## config.mk

```make
export PLATFORM = sky130hd
export DESIGN_NAME = priority_inheritance_mutex_top
export DESIGN_NICKNAME = d
export VERILOG_FILES = /design/src/hw/rtl/pim_pkg.sv /design/src/hw/rtl/pim_queue_mem.sv /design/src/hw/rtl/priority_inheritance_mutex_top.sv
export SDC_FILE = /design/constraint.sdc
export NUM_CORES = 1
export LEC_CHECK = 0
export BUFFER_PORTS_ARGS = -buffer_cell sky130_fd_sc_hd__buf_4
export CAP_MARGIN = 20
export CORE_MARGIN = 5
export CORE_UTILIZATION = 45
export DETAILED_ROUTE_END_ITERATION = 8
export HOLD_SLACK_MARGIN = 0.02
export SLEW_MARGIN = 5
export SYNTH_ARGS = -nofsm -noshare
export SYNTH_HDL_FRONTEND = slang
export SYNTH_SLANG_ARGS = --single-unit
export TNS_END_PERCENT = 5
```

## constraint.sdc

```tcl
create_clock -name clk_i -period 4.1 [get_ports clk_i]
set_input_delay 0.82 -clock clk_i [delete_from_list [all_inputs] [get_ports clk_i]]
set_output_delay 0.82 -clock clk_i [all_outputs]
set_load 0.01 [all_outputs]
```

## src/hw/rtl/pim_pkg.sv

```systemverilog
package pim_pkg;

  localparam int unsigned MaxWaitersDefault = 15;

  typedef enum logic [3:0] {
    StAcquired  = 4'd0,
    StRelocked  = 4'd1,
    StBlocked   = 4'd2,
    StBusy      = 4'd3,
    StNotOwner  = 4'd4,
    StDecrement = 4'd5,
    StReleased  = 4'd6,
    StHanded    = 4'd7,
    StQueueFull = 4'd8
  } pim_status_e;

  typedef enum logic [1:0] {
    KindLock    = 2'd0,
    KindTryLock = 2'd1,
    KindUnlock  = 2'd2,
    KindUnlock3 = 2'd3
  } pim_kind_e;

  typedef enum logic [2:0] {
    FsmIdle,
    FsmInsRead,
    FsmInsShift,
    FsmPopRead,
    FsmPopShift,
    FsmOut
  } pim_fsm_e;

  typedef struct packed {
    logic [11:0] entry;
  } pim_word_t;

endpackage

```

## src/hw/rtl/pim_queue_mem.sv

```systemverilog
module pim_queue_mem import pim_pkg::*; #(
  parameter int unsigned Depth = MaxWaitersDefault,
  parameter int unsigned AddrW = (Depth > 1) ? $clog2(Depth) : 1
) (
  input  logic             clk_i,
  input  logic             we_i,
  input  logic [AddrW-1:0] waddr_i,
  input  pim_word_t        wdata_i,
  input  logic [AddrW-1:0] raddr_i,
  output pim_word_t        rdata_o
);

  pim_word_t mem_q [Depth];

  always_ff @(posedge clk_i) begin
    if (we_i) begin
      mem_q[waddr_i] <= wdata_i;
    end
    rdata_o <= mem_q[raddr_i];
  end

endmodule

```

## src/hw/rtl/priority_inheritance_mutex_top.sv

```systemverilog
// channel | direction | handshake            | payload
// request | in        | req_valid_i/ready_o  | kind_i, thread_id_i, priority_req_i
// result  | out       | rsp_valid_o/ready_i  | status_o .. woken_id_o
//
// state other than the queue is in flops; waiters live in one sync ram,
// sorted by priority, read one entry at a time
// most requests go straight to the result beat; a lock that blocks first walks the queue
// from the tail, reading and shifting waiters down until its slot is found
// handover reads each waiter and moves it up one slot before the result beat
// ready stays low from accept until the result beat is taken, so a receiver stall
// holds off the next request; reset clears the count and owner state, the ram needs no clearing
module priority_inheritance_mutex_top import pim_pkg::*; #(
  parameter int unsigned MaxWaiters = MaxWaitersDefault
) (
  input  logic       clk_i,
  input  logic       rst_ni,
  input  logic       req_valid_i,
  output logic       req_ready_o,
  input  logic [1:0] kind_i,
  input  logic [3:0] thread_id_i,
  input  logic [7:0] priority_req_i,
  output logic       rsp_valid_o,
  input  logic       rsp_ready_i,
  output logic [3:0] status_o,
  output logic       boost_owner_o,
  output logic [3:0] owner_id_o,
  output logic       lock_held_o,
  output logic [7:0] owner_priority_o,
  output logic [3:0] woken_id_o
);

  localparam int unsigned AddrW = (MaxWaiters > 1) ? $clog2(MaxWaiters) : 1;
  localparam int unsigned CntW  = $clog2(MaxWaiters + 1);

  pim_fsm_e fsm_q, fsm_d;

  // mutex state
  logic            held_q;
  logic [3:0]      owner_q;
  logic [7:0]      base_q;
  logic [7:0]      eff_q;
  logic [15:0]     rec_q;
  logic [CntW-1:0] cnt_q;

  // request being worked on
  logic [3:0]      tid_q;
  logic [7:0]      prio_q;
  logic [CntW-1:0] idx_q;   // walk pointer
  logic            head_q;  // first read of a pop

  // output register
  logic            ovld_q;
  logic [3:0]      st_q;
  logic            boost_q;
  logic [7:0]      oprio_q;
  logic [3:0]      woken_q;

  logic            we;
  logic [AddrW-1:0] waddr, raddr;
  pim_word_t       wdata, rdata;
  pim_word_t       ins_word;

  pim_queue_mem #(.Depth(MaxWaiters), .AddrW(AddrW)) u_mem (
    .clk_i   (clk_i),
    .we_i    (we),
    .waddr_i (waddr),
    .wdata_i (wdata),
    .raddr_i (raddr),
    .rdata_o (rdata)
  );

  logic accept, out_take;
  assign out_take    = ovld_q & rsp_ready_i;
  // a waiting result beat keeps the next request out
  assign req_ready_o = (fsm_q == FsmIdle) & ~ovld_q;
  assign accept      = req_valid_i & req_ready_o;

  logic [7:0] rd_prio;
  assign rd_prio = rdata.entry[7:0];

  assign ins_word.entry = {tid_q, prio_q};

  // last queued entry has been read during a pop
  logic pop_last;
  assign pop_last = ((idx_q + CntW'(1)) == cnt_q);

  // next state
  always_comb begin
    fsm_d = fsm_q;
    unique case (fsm_q)
      FsmIdle: begin
        if (accept) begin
          if (kind_i == KindLock && held_q && owner_q != thread_id_i &&
              cnt_q < CntW'(MaxWaiters)) begin
            fsm_d = FsmInsRead;
          end else if (kind_i[1] && held_q && owner_q == thread_id_i && rec_q == '0 &&
                       cnt_q != '0) begin
            fsm_d = FsmPopRead;
          end else begin
            fsm_d = FsmOut;
          end
        end
      end
      FsmInsRead:  fsm_d = (idx_q == '0) ? FsmOut : FsmInsShift;
      FsmInsShift: fsm_d = (rd_prio < prio_q) ? FsmOut : FsmInsRead;
      FsmPopRead:  fsm_d = FsmPopShift;
      FsmPopShift: fsm_d = pop_last ? FsmOut : FsmPopRead;
      FsmOut:      fsm_d = FsmIdle;
      default:     fsm_d = FsmIdle;
    endcase
  end

  // memory control: insert walks down from the tail, pop moves entries up one slot
  always_comb begin
    we    = 1'b0;
    waddr = '0;
    wdata = '0;
    raddr = '0;
    unique case (fsm_q)
      FsmInsRead: begin
        if (idx_q == '0) begin
          // walk reached the front
          we    = 1'b1;
          waddr = '0;
          wdata = ins_word;
        end else begin
          raddr = AddrW'(idx_q - CntW'(1));
        end
      end
      FsmInsShift: begin
        we    = 1'b1;
        waddr = AddrW'(idx_q);
        wdata = (rd_prio < prio_q) ? ins_word : rdata;
      end
      FsmPopRead: raddr = AddrW'(idx_q);
      FsmPopShift: begin
        we    = ~head_q;
        waddr = AddrW'(idx_q - CntW'(1));
        wdata = rdata;
      end
      default: begin
        we = 1'b0;
      end
    endcase
  end

  always_ff @(posedge clk_i or negedge rst_ni) begin
    if (!rst_ni) begin
      fsm_q   <= FsmIdle;
      held_q  <= 1'b0;
      owner_q <= '0;
      base_q  <= '0;
      eff_q   <= '0;
      rec_q   <= '0;
      cnt_q   <= '0;
      ovld_q  <= 1'b0;
      st_q    <= StAcquired;
      boost_q <= 1'b0;
      oprio_q <= '0;
      woken_q <= '0;
    end else begin
      fsm_q <= fsm_d;
      if (out_take) ovld_q <= 1'b0;
      if (fsm_q == FsmOut) ovld_q <= 1'b1;
      if (accept) begin
        boost_q <= 1'b0;
        woken_q <= '0;
        if (!kind_i[1]) begin
          if (!held_q) begin
            held_q  <= 1'b1;
            owner_q <= thread_id_i;
            base_q  <= priority_req_i;
            eff_q   <= priority_req_i;
            rec_q   <= '0;
            st_q    <= StAcquired;
          end else if (owner_q == thread_id_i) begin
            if (rec_q != 16'hFFFF) rec_q <= rec_q + 16'd1;
            st_q <= StRelocked;
          end else if (kind_i == KindTryLock) begin
            st_q <= StBusy;
          end else if (cnt_q >= CntW'(MaxWaiters)) begin
            st_q <= StQueueFull;
          end else begin
            st_q <= StBlocked;
            if (eff_q > priority_req_i) begin
              eff_q   <= priority_req_i;
              boost_q <= 1'b1;
            end
            cnt_q <= cnt_q + CntW'(1);
          end
        end else begin
          if (!held_q || owner_q != thread_id_i) begin
            st_q <= StNotOwner;
          end else if (rec_q != '0) begin
            rec_q <= rec_q - 16'd1;
            st_q  <= StDecrement;
          end else if (cnt_q == '0) begin
            held_q  <= 1'b0;
            owner_q <= '0;
            st_q    <= StReleased;
          end else begin
            st_q <= StHanded;
          end
        end
      end
      // handover: head entry becomes owner
      if (fsm_q == FsmPopShift && head_q) begin
        oprio_q <= base_q;
        woken_q <= rdata.entry[11:8];
        owner_q <= rdata.entry[11:8];
        base_q  <= rd_prio;
        eff_q   <= rd_prio;
        rec_q   <= '0;
      end
      if (fsm_q == FsmPopShift && pop_last) cnt_q <= cnt_q - CntW'(1);
    end
  end

  // walk pointer: insert walks down from the old count, pop walks up from 0
  always_ff @(posedge clk_i) begin
    if (accept) begin
      tid_q  <= thread_id_i;
      prio_q <= priority_req_i;
      idx_q  <= kind_i[1] ? '0 : cnt_q;
      head_q <= 1'b1;
    end
    if (fsm_q == FsmInsShift) idx_q <= idx_q - CntW'(1);
    if (fsm_q == FsmPopShift) begin
      idx_q  <= idx_q + CntW'(1);
      head_q <= 1'b0;
    end
  end

  // output fields
  assign rsp_valid_o      = ovld_q;
  assign status_o         = st_q;
  assign boost_owner_o    = boost_q;
  assign lock_held_o      = held_q;
  assign owner_id_o       = held_q ? owner_q : 4'd0;
  assign owner_priority_o = (st_q == StHanded) ? oprio_q : (held_q ? eff_q : 8'd0);
  assign woken_id_o       = woken_q;

  ap_no_accept_busy: assert property (@(posedge clk_i) disable iff (!rst_ni)
    (fsm_q != FsmIdle) |-> !req_ready_o)
    else $error("ready while busy");
  ap_cnt_bound: assert property (@(posedge clk_i) disable iff (!rst_ni)
    cnt_q <= CntW'(MaxWaiters))
    else $error("waiter count overflow");
  ap_free_empty: assert property (@(posedge clk_i) disable iff (!rst_ni)
    (fsm_q == FsmIdle && !held_q) |-> cnt_q == '0)
    else $error("waiters on free lock");
  ap_rsp_hold: assert property (@(posedge clk_i) disable iff (!rst_ni)
    (rsp_valid_o && !rsp_ready_i) |=> (rsp_valid_o && $stable(status_o) &&
                                       $stable(owner_priority_o)))
    else $error("result beat changed while stalled");

endmodule

```

-- Word level (Yosys, flattened, before mapping)
Memory sizes are Yosys's and may differ from the RTL's. A register that Yosys moved wholly into a read port is not among the register bits.
Cells that the tools add are included.
W data, S select, Z words.
- memories kept: 1
- bits of input ports: 18
- bits in writable memories: 180
- output and inout port bits: 24
- register bits after elaboration: 79
- multiplexer cells: 80
- equal/unequal tests: 32
- add/subtract/negate cells: 6
- order comparisons: 4
- reduce and logical (&&, ||, !) cells: 29
- bitwise gates (word level): 5
- memories (name ; words ; width ; read ports ; clocked after Yosys merged registers in ; write ports ; line ; text):
    u_mem.mem_q ; 15 ; 12 ; 1 ; 1 ; 1 ; pim_queue_mem.sv:13 ; pim_word_t mem_q [Depth];
- operators by type and width (kind ; count):
    $mux W16 ; 8
    $mux W8 ; 14
    $mux W4 ; 27
    $pmux W12 S3 ; 1
    $mux W12 ; 2
    $mux W3 ; 6
    $ne A3 B2 Y1 const B ; 6
    $add A16 B1 Y16 const B ; 1
    $logic_not A16 Y1 ; 1
    $mux W1 ; 16
    $ne A16 B16 Y1 const B ; 1
    $pmux W4 S2 ; 2
    $reduce_bool A16 Y1 ; 1
    $sub A16 B1 Y16 const B ; 1
    $pmux W3 S5 ; 1
    $ne A2 B1 Y1 const B ; 7
    $reduce_and A6 Y1 ; 2
    $reduce_and A5 Y1 ; 2
    $logic_and A1 B1 Y1 ; 9
    $ne A3 B1 Y1 const B ; 3
    $add A4 B1 Y4 const B ; 2
    $eq A4 B4 Y1 ; 2
    $gt A8 B8 Y1 ; 1
    $logic_not A4 Y1 ; 2
    25 further kinds ; 38

-- Depth between registers and ports, before layout
Gate-level depths: netlist of run 1.
- depth in word-level cells: 9
- gate-level depth with buffers: 15

-- Hierarchy
Synthesis of run 1 repeated with hierarchy kept, for this count alone.
- cell total of the unflattened synthesis: 946
- area, all modules: 12569.6 sq um
- modules (own cells, without submodules) (module ; seq. area each (sq um) ; times used ; area an instance (sq um) ; cells each):
    pim_queue_mem ; 5645.4 ; 1 ; 7270.7 ; 357
    priority_inheritance_mutex_top ; 2052.0 ; 1 ; 5298.8 ; 589

-- Least setup slack after synthesis of run 1
No wires, ideal clock.
- path kind: reg2reg
- start: reg idx_q[0]
- end: reg u_mem.rdata_o[0] (netlist name)
- stages on the path, launching flop included: 11
- slack: 1.022 ns
- library setup time: 0.134 ns
- arrival time: 2.944 ns
- period minus slack after synthesis: 3.078 ns
- path through: edfxtp_1 > buf_2 > clkbuf_1 > inv_1 > ha_1 > clkbuf_2 > or4b_1 > nand3_1 > mux4_2 > and2_1 > or4_1
- longest elaborated chain between the ends: 3
- RTL lines (item ; line ; text):
    start, declared ; priority_inheritance_mutex_top.sv:48 ; logic [CntW-1:0] idx_q;
    start signal, assigned ; priority_inheritance_mutex_top.sv:224 ; idx_q <= kind_i[1] ? '0 : cnt_q;
    start signal, assigned ; priority_inheritance_mutex_top.sv:227 ; if (fsm_q == FsmInsShift) idx_q <= idx_q - CntW'(1);
    start signal, assigned ; priority_inheritance_mutex_top.sv:229 ; idx_q <= idx_q + CntW'(1);
    $sub A4 B1 Y4 or $logic_not A4 Y1 (tied branches) ; priority_inheritance_mutex_top.sv:127, priority_inheritance_mutex_top.sv:121 ;
    $mux W4 ; priority_inheritance_mutex_top.sv:121 ; if (idx_q == '0) begin
    $pmux W4 S2 (*) ; priority_inheritance_mutex_top.sv:119 ; unique case (fsm_q)
Every way passes the cells marked *; elsewhere a longest branch is shown, timed or not.
A chain may end at the register's enable or synchronous reset.

-- Final worst setup path of run 1
- start: reg idx_q[1]
- end: reg u_mem.rdata_o[9] (netlist name)
- longest elaborated chain between the ends: 3
- RTL lines (item ; line):
    $sub A4 B1 Y4 or $logic_not A4 Y1 (tied branches) ; priority_inheritance_mutex_top.sv:127, priority_inheritance_mutex_top.sv:121
    $mux W4 ; priority_inheritance_mutex_top.sv:121
    $pmux W4 S2 (*) ; priority_inheritance_mutex_top.sv:119
Marks and branches as above.

==> PnR_summary.wiki, run 1 <==
{| class="wikitable"
! Metric !! Value
|-
| Initial cell density of the core || 45.3%
|-
| First-pass iteration count of the detailed router || 5
|-
| Sinks on the clock net || 271
|-
| Count of nets left with antenna violations after detail routing || 0
|-
| Diode insertion count for antenna repair || 0
|-
| Row cnt || 62
|-
| Post-CTS repair timing setup buffer count || 0
|-
| Number of warnings printed during yosys synthesis || 0
|-
| Clk buf depth || 3
|-
| Worst slew pin tran || 1.01 ns
|-
| Routed len/inst || 20.2 um
|-
| FILL cells || 2513
|-
| Headroom to the max-slew limit || 32.2%
|-
| CTS Buf Count || 29
|-
| Asr flop ratio synth || 22.9%
|-
| # port buffers || 41
|-
| Area of the mapped netlist || 0.0130 sq mm
|-
| Clock tree skew after final layout || 0.00836 ns
|-
| Critical path type || reg -> reg
|-
| Arr. time, crit path || 3.85 ns
|-
| Resized Gates After CTS || 0
|-
| Cells along the critical path || inv_1, ha_1, and3b_1, mux2_2, nand2_2, o21ai_0, a21oi_1, or4_1
|-
| GPL Wtd Cong || 0.853
|-
| Count of mapped cells out of synthesis || 1153
|-
| Number of failing hold endpoints at the final stage || 0
|-
| Aggregate global routing overflow || 0
|-
| Die area || 0.0323 sq mm
|-
| Final net count || 1219
|-
| Area of the multi-input gates || 0.00480 sq mm
|-
| Commonest cells after routing, fill and taps aside || 196 x edfxtp_1, 176 x nand2_1, 81 x buf_4, 67 x nor2_1, 65 x o21ai_0
|-
| Number of enable-type register cells in the synthesized netlist || 196
|-
| Commonest non-fill, non-tap cell in the layout || edfxtp_1
|-
| Number of primary I/O pins || 42
|-
| Number of levels in the clock H-tree || 1
|-
| Share of final-layout standard cells stronger than drive strength 1 || 13.3%
|-
| Slowest stage delay, CP || 0.57 ns
|-
| Total power divided by cell area || 751 mW/mm^2
|-
| Synth Register Bits || 271
|-
| Vias/cell || 5.80
|-
| TritonCTS clock tree || built
|-
| Count of routing violations after the opening detailed-route iteration || 809
|-
| Seq/Total Area, Yosys || 59.3%
|-
| Highest clock frequency the design can meet || 292 MHz
|-
| Outcome || finished, final reports clean
|-
| Class of the tightest hold or removal check || in -> async
|-
| Number of buffers and inverters on the critical path || 1
|-
| Yosys cell types || 74
|-
| Final min period || 3.43 ns
|-
| Max-Cap Viols || 0
|-
| Final critical-path share of the clock period || 83.6%
|-
| First-pass GRT wire length || 51.3 mm
|-
| Worst path slowest cell || or4_1
|-
| Quantity of hold-fixing buffers added after cts || 0
|-
| Via Count || 9207
|-
| Maximum number of pins on one net before global-route repair || 63
|-
| Net count of the mapped netlist || 1191
|-
| Dominant delay contributor by cell family on the critical path || simple AND/OR/NAND/NOR gates
|-
| Synth-to-Final Area Change || 13.1%
|-
| HPWL after DPL || 21.8 mm
|-
| Kind of capture point of the worst setup path || flip-flop
|-
| Static leakage power || 5.47 nW
|-
| Maximum resistive drop on vdd || 0.444 mV
|-
| Required time reported for the critical path endpoint || 4.52 ns
|-
| Global-route total usage across every layer || 19.4%
|-
| Residual DRC count || 0
|-
| Endpoints failing setup || 0
|-
| Register clock-pin slew on the reported worst setup and hold paths || 0.06 ns
|-
| Clk Latency, worst-skew pair || 0.56 ns
|-
| Area of the core || 0.0286 sq mm
|-
| Maximum net fanout on the critical path || 28
|-
| Chip Width || 180 um
|-
| Die Ht || 180 um
|-
| Sequential cell area in the final layout || 0.00770 sq mm
|-
| Setup repair after global routing missed its margin || false
|-
| Predominant post-synthesis flop cell || edfxtp_1
|-
| Number of antenna violations at the first check in global routing || 0
|-
| Mapped Avg Cell Area || 11.3 sq um
|-
| Min Hold Slack || 0.366 ns
|-
| Sum Neg Setup Slack || 0 ns
|-
| Fin. max-slew vios || 0
|-
| Number of global-route vias before repair || 8947
|-
| CTS root buf || clkbuf_16
|-
| Startpoint class of the critical path || flip-flop
|-
| Total Wirelength || 32.0 mm
|}
==> cell families (layout without fill, tap and decap cells) <==
kind of cell               count (synthesis)  in the layout  share of synthesized area, %
AOI/OAI and AO/OA                        297            297                          15.3
adders and majority gates                 20             20                          1.93
DFF                                      271            271                          59.3
xor gates and xnor gates                  27             27                          1.93
muxes                                     40             40                          3.58
buffers and inverters                    115            166                          3.92
and+or+nand+nor                          383            383                          14.0
==> cell usage after synthesis (all sizes together), types with 23 or more instances <==
master    n  area share, %
clkbuf   53            1.5
mux2i    25            1.9
edfxtp  196             45
nand2   177            5.1
a21oi    58            2.2
o21ai    71            2.8
buf      32            1.5
nor2     68            2.0
inv      30           0.87
a31oi    33            1.6
nor3     23           0.89
dfrtp    62             12
==> state kept, by name, indices dropped and copies added (netlist names), 3 cells and up <==
signal / flops
prio_q: 8
cnt_q: 4
woken_id_o: 4
tid_q: 4
eff_q: 8
rec_q: 16
idx_q: 4
fsm_q: 3
oprio_q: 8
base_q: 8
u_mem.rdata_o: 12
status_o: 4
u_mem.mem_q: 180
owner_q: 4
==> through the flow <==
stage	cell area [sq um]	setup WS, ns	util [%]	total power, mW	std cells
final	14700	0.672	51.3	11.0	1588
after global placement	13700	0.750	47.9	8.43	1534
after global routing	14700	0.444	51.3	11.7	1588
after CTS	14700	0.647	51.3	11.1	1588
after detailed placement	13700	0.662	47.9	8.50	1534
after floorplan	13000	1.02	-	7.09	1153
==> final timing paths <==
kind                               endpoint  cells past startpoint  slack (ns)   startpoint
setup / recovery           u_mem.rdata_o[9]                      8        0.67     idx_q[1]
hold / removal                     rec_q[5]                      1        0.37       rst_ni
setup reg to reg           u_mem.rdata_o[9]                      8        0.67     idx_q[1]
hold reg to reg                  oprio_q[4]                      2        0.48   oprio_q[4]
max in group asynchronous        owner_q[0]                      1        3.17       rst_ni
min in group clk_i              rsp_valid_o                      2        0.45  rsp_ready_i
==> routing by layer <==
layer,global-route usage [%],vias to the layer above,wire (um)
met3,2.26,52,1490
met4,4.75,0,717
met1,27.7,4527,14500
li1,-,4370,-
met2,31.8,258,15300
met5,0,-,0
==> area by class of cell <==
| type | instances | area share (%) |
|---|---|---|
| flip-flops and latches | 271 | 52.5 |
| multi-input cells | 767 | 32.7 |
| clock buffers | 40 | 5.57 |
| repair buffers | 82 | 4.28 |
| clock inverters | 14 | 0.912 |
| well taps | 384 | 3.27 |
| inverters | 30 | 0.767 |
==> power breakdown <==
part           total, mW  switching, mW  leakage, nW  internal [mW]
logic               4.17           2.56         2.30           1.60
clock network       2.58           1.06        0.472           1.52
registers           4.28          0.514         2.70           3.76
total               11.0           4.14         5.47           6.89
==> worst reg2reg max path, delay by kind of cell, from the launching register on <==
family,cells,cell delay (ns)
adder cells (fa/ha/maj),1,0.21
buffers and inverters,1,0.13
flip-flops,1,0.52
AND/OR/NAND/NOR,3,1.47
AO/OA/AOI/OAI,2,0.41
multiplexers,1,0.55
Power figures use the tool's default switching activity.
==> run 2: changes to the inputs <==
==> constraint.sdc (replaced) <==
create_clock -name clk_i -period 3 [get_ports clk_i]
set_input_delay 0.6 -clock clk_i [delete_from_list [all_inputs] [get_ports clk_i]]
set_output_delay 0.6 -clock clk_i [all_outputs]
set_load 0.01 [all_outputs]
==> PnR_summary.wiki, run 2 (synthesized netlist as in run 1, its figures left out) <==
{| class="wikitable"
! Metric !! Value
|-
| Grt met2 use || 34.6% (+2.8 points)
|-
| Worst path slowest cell || or4b_1
|-
| Final min period || 2.82 ns (-0.613 ns)
|-
| Required time reported for the critical path endpoint || 3.47 ns (-1.05 ns)
|-
| Number of levels in the clock H-tree || 1 (unchanged)
|-
| Diode insertion count for antenna repair || 0 (unchanged)
|-
| Met3 usage || 2.51% (+0.24 points)
|-
| Area of the core || 0.0286 sq mm (unchanged)
|-
| Aggregate global routing overflow || 0 (unchanged)
|-
| Switching Fraction || 37.4% (-0.13 points)
|-
| Number of global-route vias before repair || 9561 (+6.9%)
|-
| Clock tree skew after final layout || 0.0201 ns (+0.0117 ns)
|-
| Share of total power in sequential cells || 36.5% (-2.3 points)
|-
| Reg2Reg Capture Point || u_mem.rdata_o[2]
|-
| Launch point of the worst reg-to-reg path || idx_q[1]
|-
| Cell Int Power || 9.86 mW (+43%)
|-
| Final cell utilization of the core || 52.9% (+1.6 points)
|-
| Commonest non-fill, non-tap cell in the layout || edfxtp_1
|-
| Non-Filler Instances || 1640 (+3.3%)
|-
| Fin. max-slew vios || 0 (unchanged)
|-
| Final critical-path share of the clock period || 93.8% (+10 points)
|-
| Via Count || 9570 (+3.9%)
|-
| CTS root buf || clkbuf_16
|-
| TritonCTS clock tree || built
|-
| Residual DRC count || 0 (unchanged)
|-
| Total Wirelength || 34.4 mm (+7.5%)
|-
| Vias/cell || 5.84 (+0.65%)
|-
| Dominant delay contributor by cell family on the critical path || simple AND/OR/NAND/NOR gates
|-
| Highest clock frequency the design can meet || 355 MHz (+22%)
|-
| Headroom to the max-slew limit || 43.5% (+11 points)
|-
| Class of the tightest hold or removal check || in -> async
|-
| FILL cells || 2490 (-0.92%)
|-
| Kind of capture point of the worst setup path || flip-flop
|-
| HPWL after DPL || 23.4 mm (+7.3%)
|-
| Die area || 0.0323 sq mm (unchanged)
|-
| Sinks on the clock net || 271 (unchanged)
|-
| # port buffers || 41 (unchanged)
|-
| Chip Width || 180 um (unchanged)
|-
| Number of antenna violations at the first check in global routing || 0 (unchanged)
|-
| Maximum net fanout on the critical path || 27 (-3.6%)
|-
| Minimum setup slack among reg-to-reg paths || 0.18 ns (-0.49 ns)
|-
| Placed cell count || 1587 (+3.5%)
|-
| Grt met1 use || 29.9% (+2.2 points)
|-
| Maximum number of pins on one net before global-route repair || 63 (unchanged)
|-
| Count of routing violations after the opening detailed-route iteration || 720 (-11%)
|-
| Combinational Power Share || 40.3% (+2.5 points)
|-
| Count of cells along the worst register-to-register path || 9 (+1)
|-
| Count of nets left with antenna violations after detail routing || 0 (unchanged)
|-
| Top Registers || u_mem.mem_q (180), rec_q (16), u_mem.rdata_o (12)
|-
| Number of primary I/O pins || 42 (unchanged)
|-
| Outcome || finished, final reports clean
|-
| Max-Cap Viols || 0 (unchanged)
|-
| Top reg by flops || u_mem.mem_q
|-
| Final net count || 1272 (+4.3%)
|-
| Number of failing hold endpoints at the final stage || 0 (unchanged)
|-
| Slowest stage delay, CP || 0.51 ns (-0.06 ns)
|-
| Global-route total usage across every layer || 21.0% (+1.7 points)
|-
| Arr. time, crit path || 3.29 ns (-0.56 ns)
|-
| Worst slew pin tran || 0.848 ns (-0.158 ns)
|-
| Cells along the critical path || inv_1, ha_1, or4b_1, nand3_2, buf_4, nand2_1, a32oi_1, mux2i_1, a221oi_1
|-
| Clock share of power || 23.2% (-0.2 points)
|-
| First-pass iteration count of the detailed router || 5 (unchanged)
|-
| First-pass GRT wire length || 54.9 mm (+6.9%)
|-
| GPL Wtd Cong || 0.887 (+4.0%)
|-
| CTS Buf Count || 29 (unchanged)
|-
| Commonest cells after routing, fill and taps aside || 196 x edfxtp_1, 176 x nand2_1, 130 x buf_4, 67 x nor2_1, 65 x o21ai_0
|-
| Endpoints failing setup || 0 (unchanged)
|-
| Total power divided by cell area || 1040 mW/mm^2 (+39%)
|-
| Startpoint class of the critical path || flip-flop
|-
| Die Ht || 180 um (unchanged)
|-
| Initial cell density of the core || 45.3% (unchanged)
|-
| Setup repair after global routing missed its margin || true
|-
| Synth-to-Final Area Change || 16.7%
|-
| Max reg flops || 180 (unchanged)
|-
| Static leakage power || 5.75 nW (+5.2%)
|-
| Post-CTS repair timing setup buffer count || 0 (unchanged)
|-
| Sw power || 5.89 mW (+42%)
|-
| Number of buffers and inverters on the critical path || 2 (+1)
|-
| Routed len/inst || 21.0 um (+4.1%)
|-
| Routing layer with the top usage in global route || met2
|-
| Maximum resistive drop on vdd || 0.559 mV (+26%)
|-
| Row cnt || 62 (unchanged)
|-
| Clk Latency, worst-skew pair || 0.58 ns (+0.02 ns)
|-
| Register clock-pin slew on the reported worst setup and hold paths || 0.07 ns (about the same)
|-
| Critical path type || reg -> reg
|-
| Share of final-layout standard cells stronger than drive strength 1 || 16.9% (+3.6 points)
|-
| Clk buf depth || 3 (unchanged)
|}
==> run 2: changes by cell type in the layout (fill, tap and decap cells not counted), sizes merged <==
cell	previous run	this run
buf	82	135
bufinv	2	4
clkbuf	40	36
clkinvlp	0	1
==> run 2: worst max path at each step <==
stage	startpoint	endpoint	slack (ns)	cells after the start
6_report	idx_q[1]	u_mem.rdata_o[2]	0.18	9
3_3_place_gp	fsm_q[2]	u_mem.mem_q[3][1]	0.21	5
3_5_place_dp	rec_q[1]	rec_q[10]	0.14	9
2_1_floorplan	idx_q[0]	u_mem.rdata_o[1]	-0.01	14
5_1_grt	idx_q[0]	u_mem.rdata_o[10]	-0.01	10
4_1_cts	rec_q[1]	rec_q[10]	0.10	9
==> run 2: area by class of cell <==
cell class	instances	area [sq um]	area share, %
tap	384	480	3.17
multi-input combinational	767	4820	31.8
timing repair buffer	135	1070	7.05
inverter	30	113	0.744
sequential	271	7700	50.8
clock inverter	17	194	1.28
clock buffer	36	772	5.10
==> run 2: power by group through the flow <==
stage	Sequential [mW]	Combinational [mW]	Clock (mW)
6_report	5.75	6.35	3.66
5_1_grt	5.86	6.97	3.90
4_1_cts	5.75	6.32	3.72
3_5_place_dp	5.82	6.29	0
3_3_place_gp	5.82	6.21	0
2_1_floorplan	5.55	4.14	0
==> run 2: metal layers <==
| metal | part of all wire (%) | wire length [um] |
|---|---|---|
| met5 | 0 | 0 |
| met4 | 2.5 | 872 |
| met1 | 45 | 15300 |
| met2 | 48 | 16400 |
| met3 | 5.2 | 1800 |
==> run 2: what timing repair did <==
item                       in CTS  in global routing
gates resized for setup         0                  2
setup endpoints to repair       0                104
hold buffers                    0                  0
==> run 2: stage by stage <==
| stage | area, sq um | hold slack [ns] | power, mW | worst slack (ns) | TNS, ns |
|---|---|---|---|---|---|
| after global routing | 15100 | 0.185 | 16.7 | -0.0124 | -0.0124 |
| after global placement | 14200 | 0.456 | 12.0 | 0.208 | 0 |
| after CTS | 15100 | 0.149 | 15.8 | 0.100 | 0 |
| after floorplan | 13000 | 0.304 | 9.69 | -0.00983 | -0.0295 |
| after detailed placement | 14200 | 0.462 | 12.1 | 0.136 | 0 |
| final | 15100 | 0.119 | 15.8 | 0.185 | 0 |
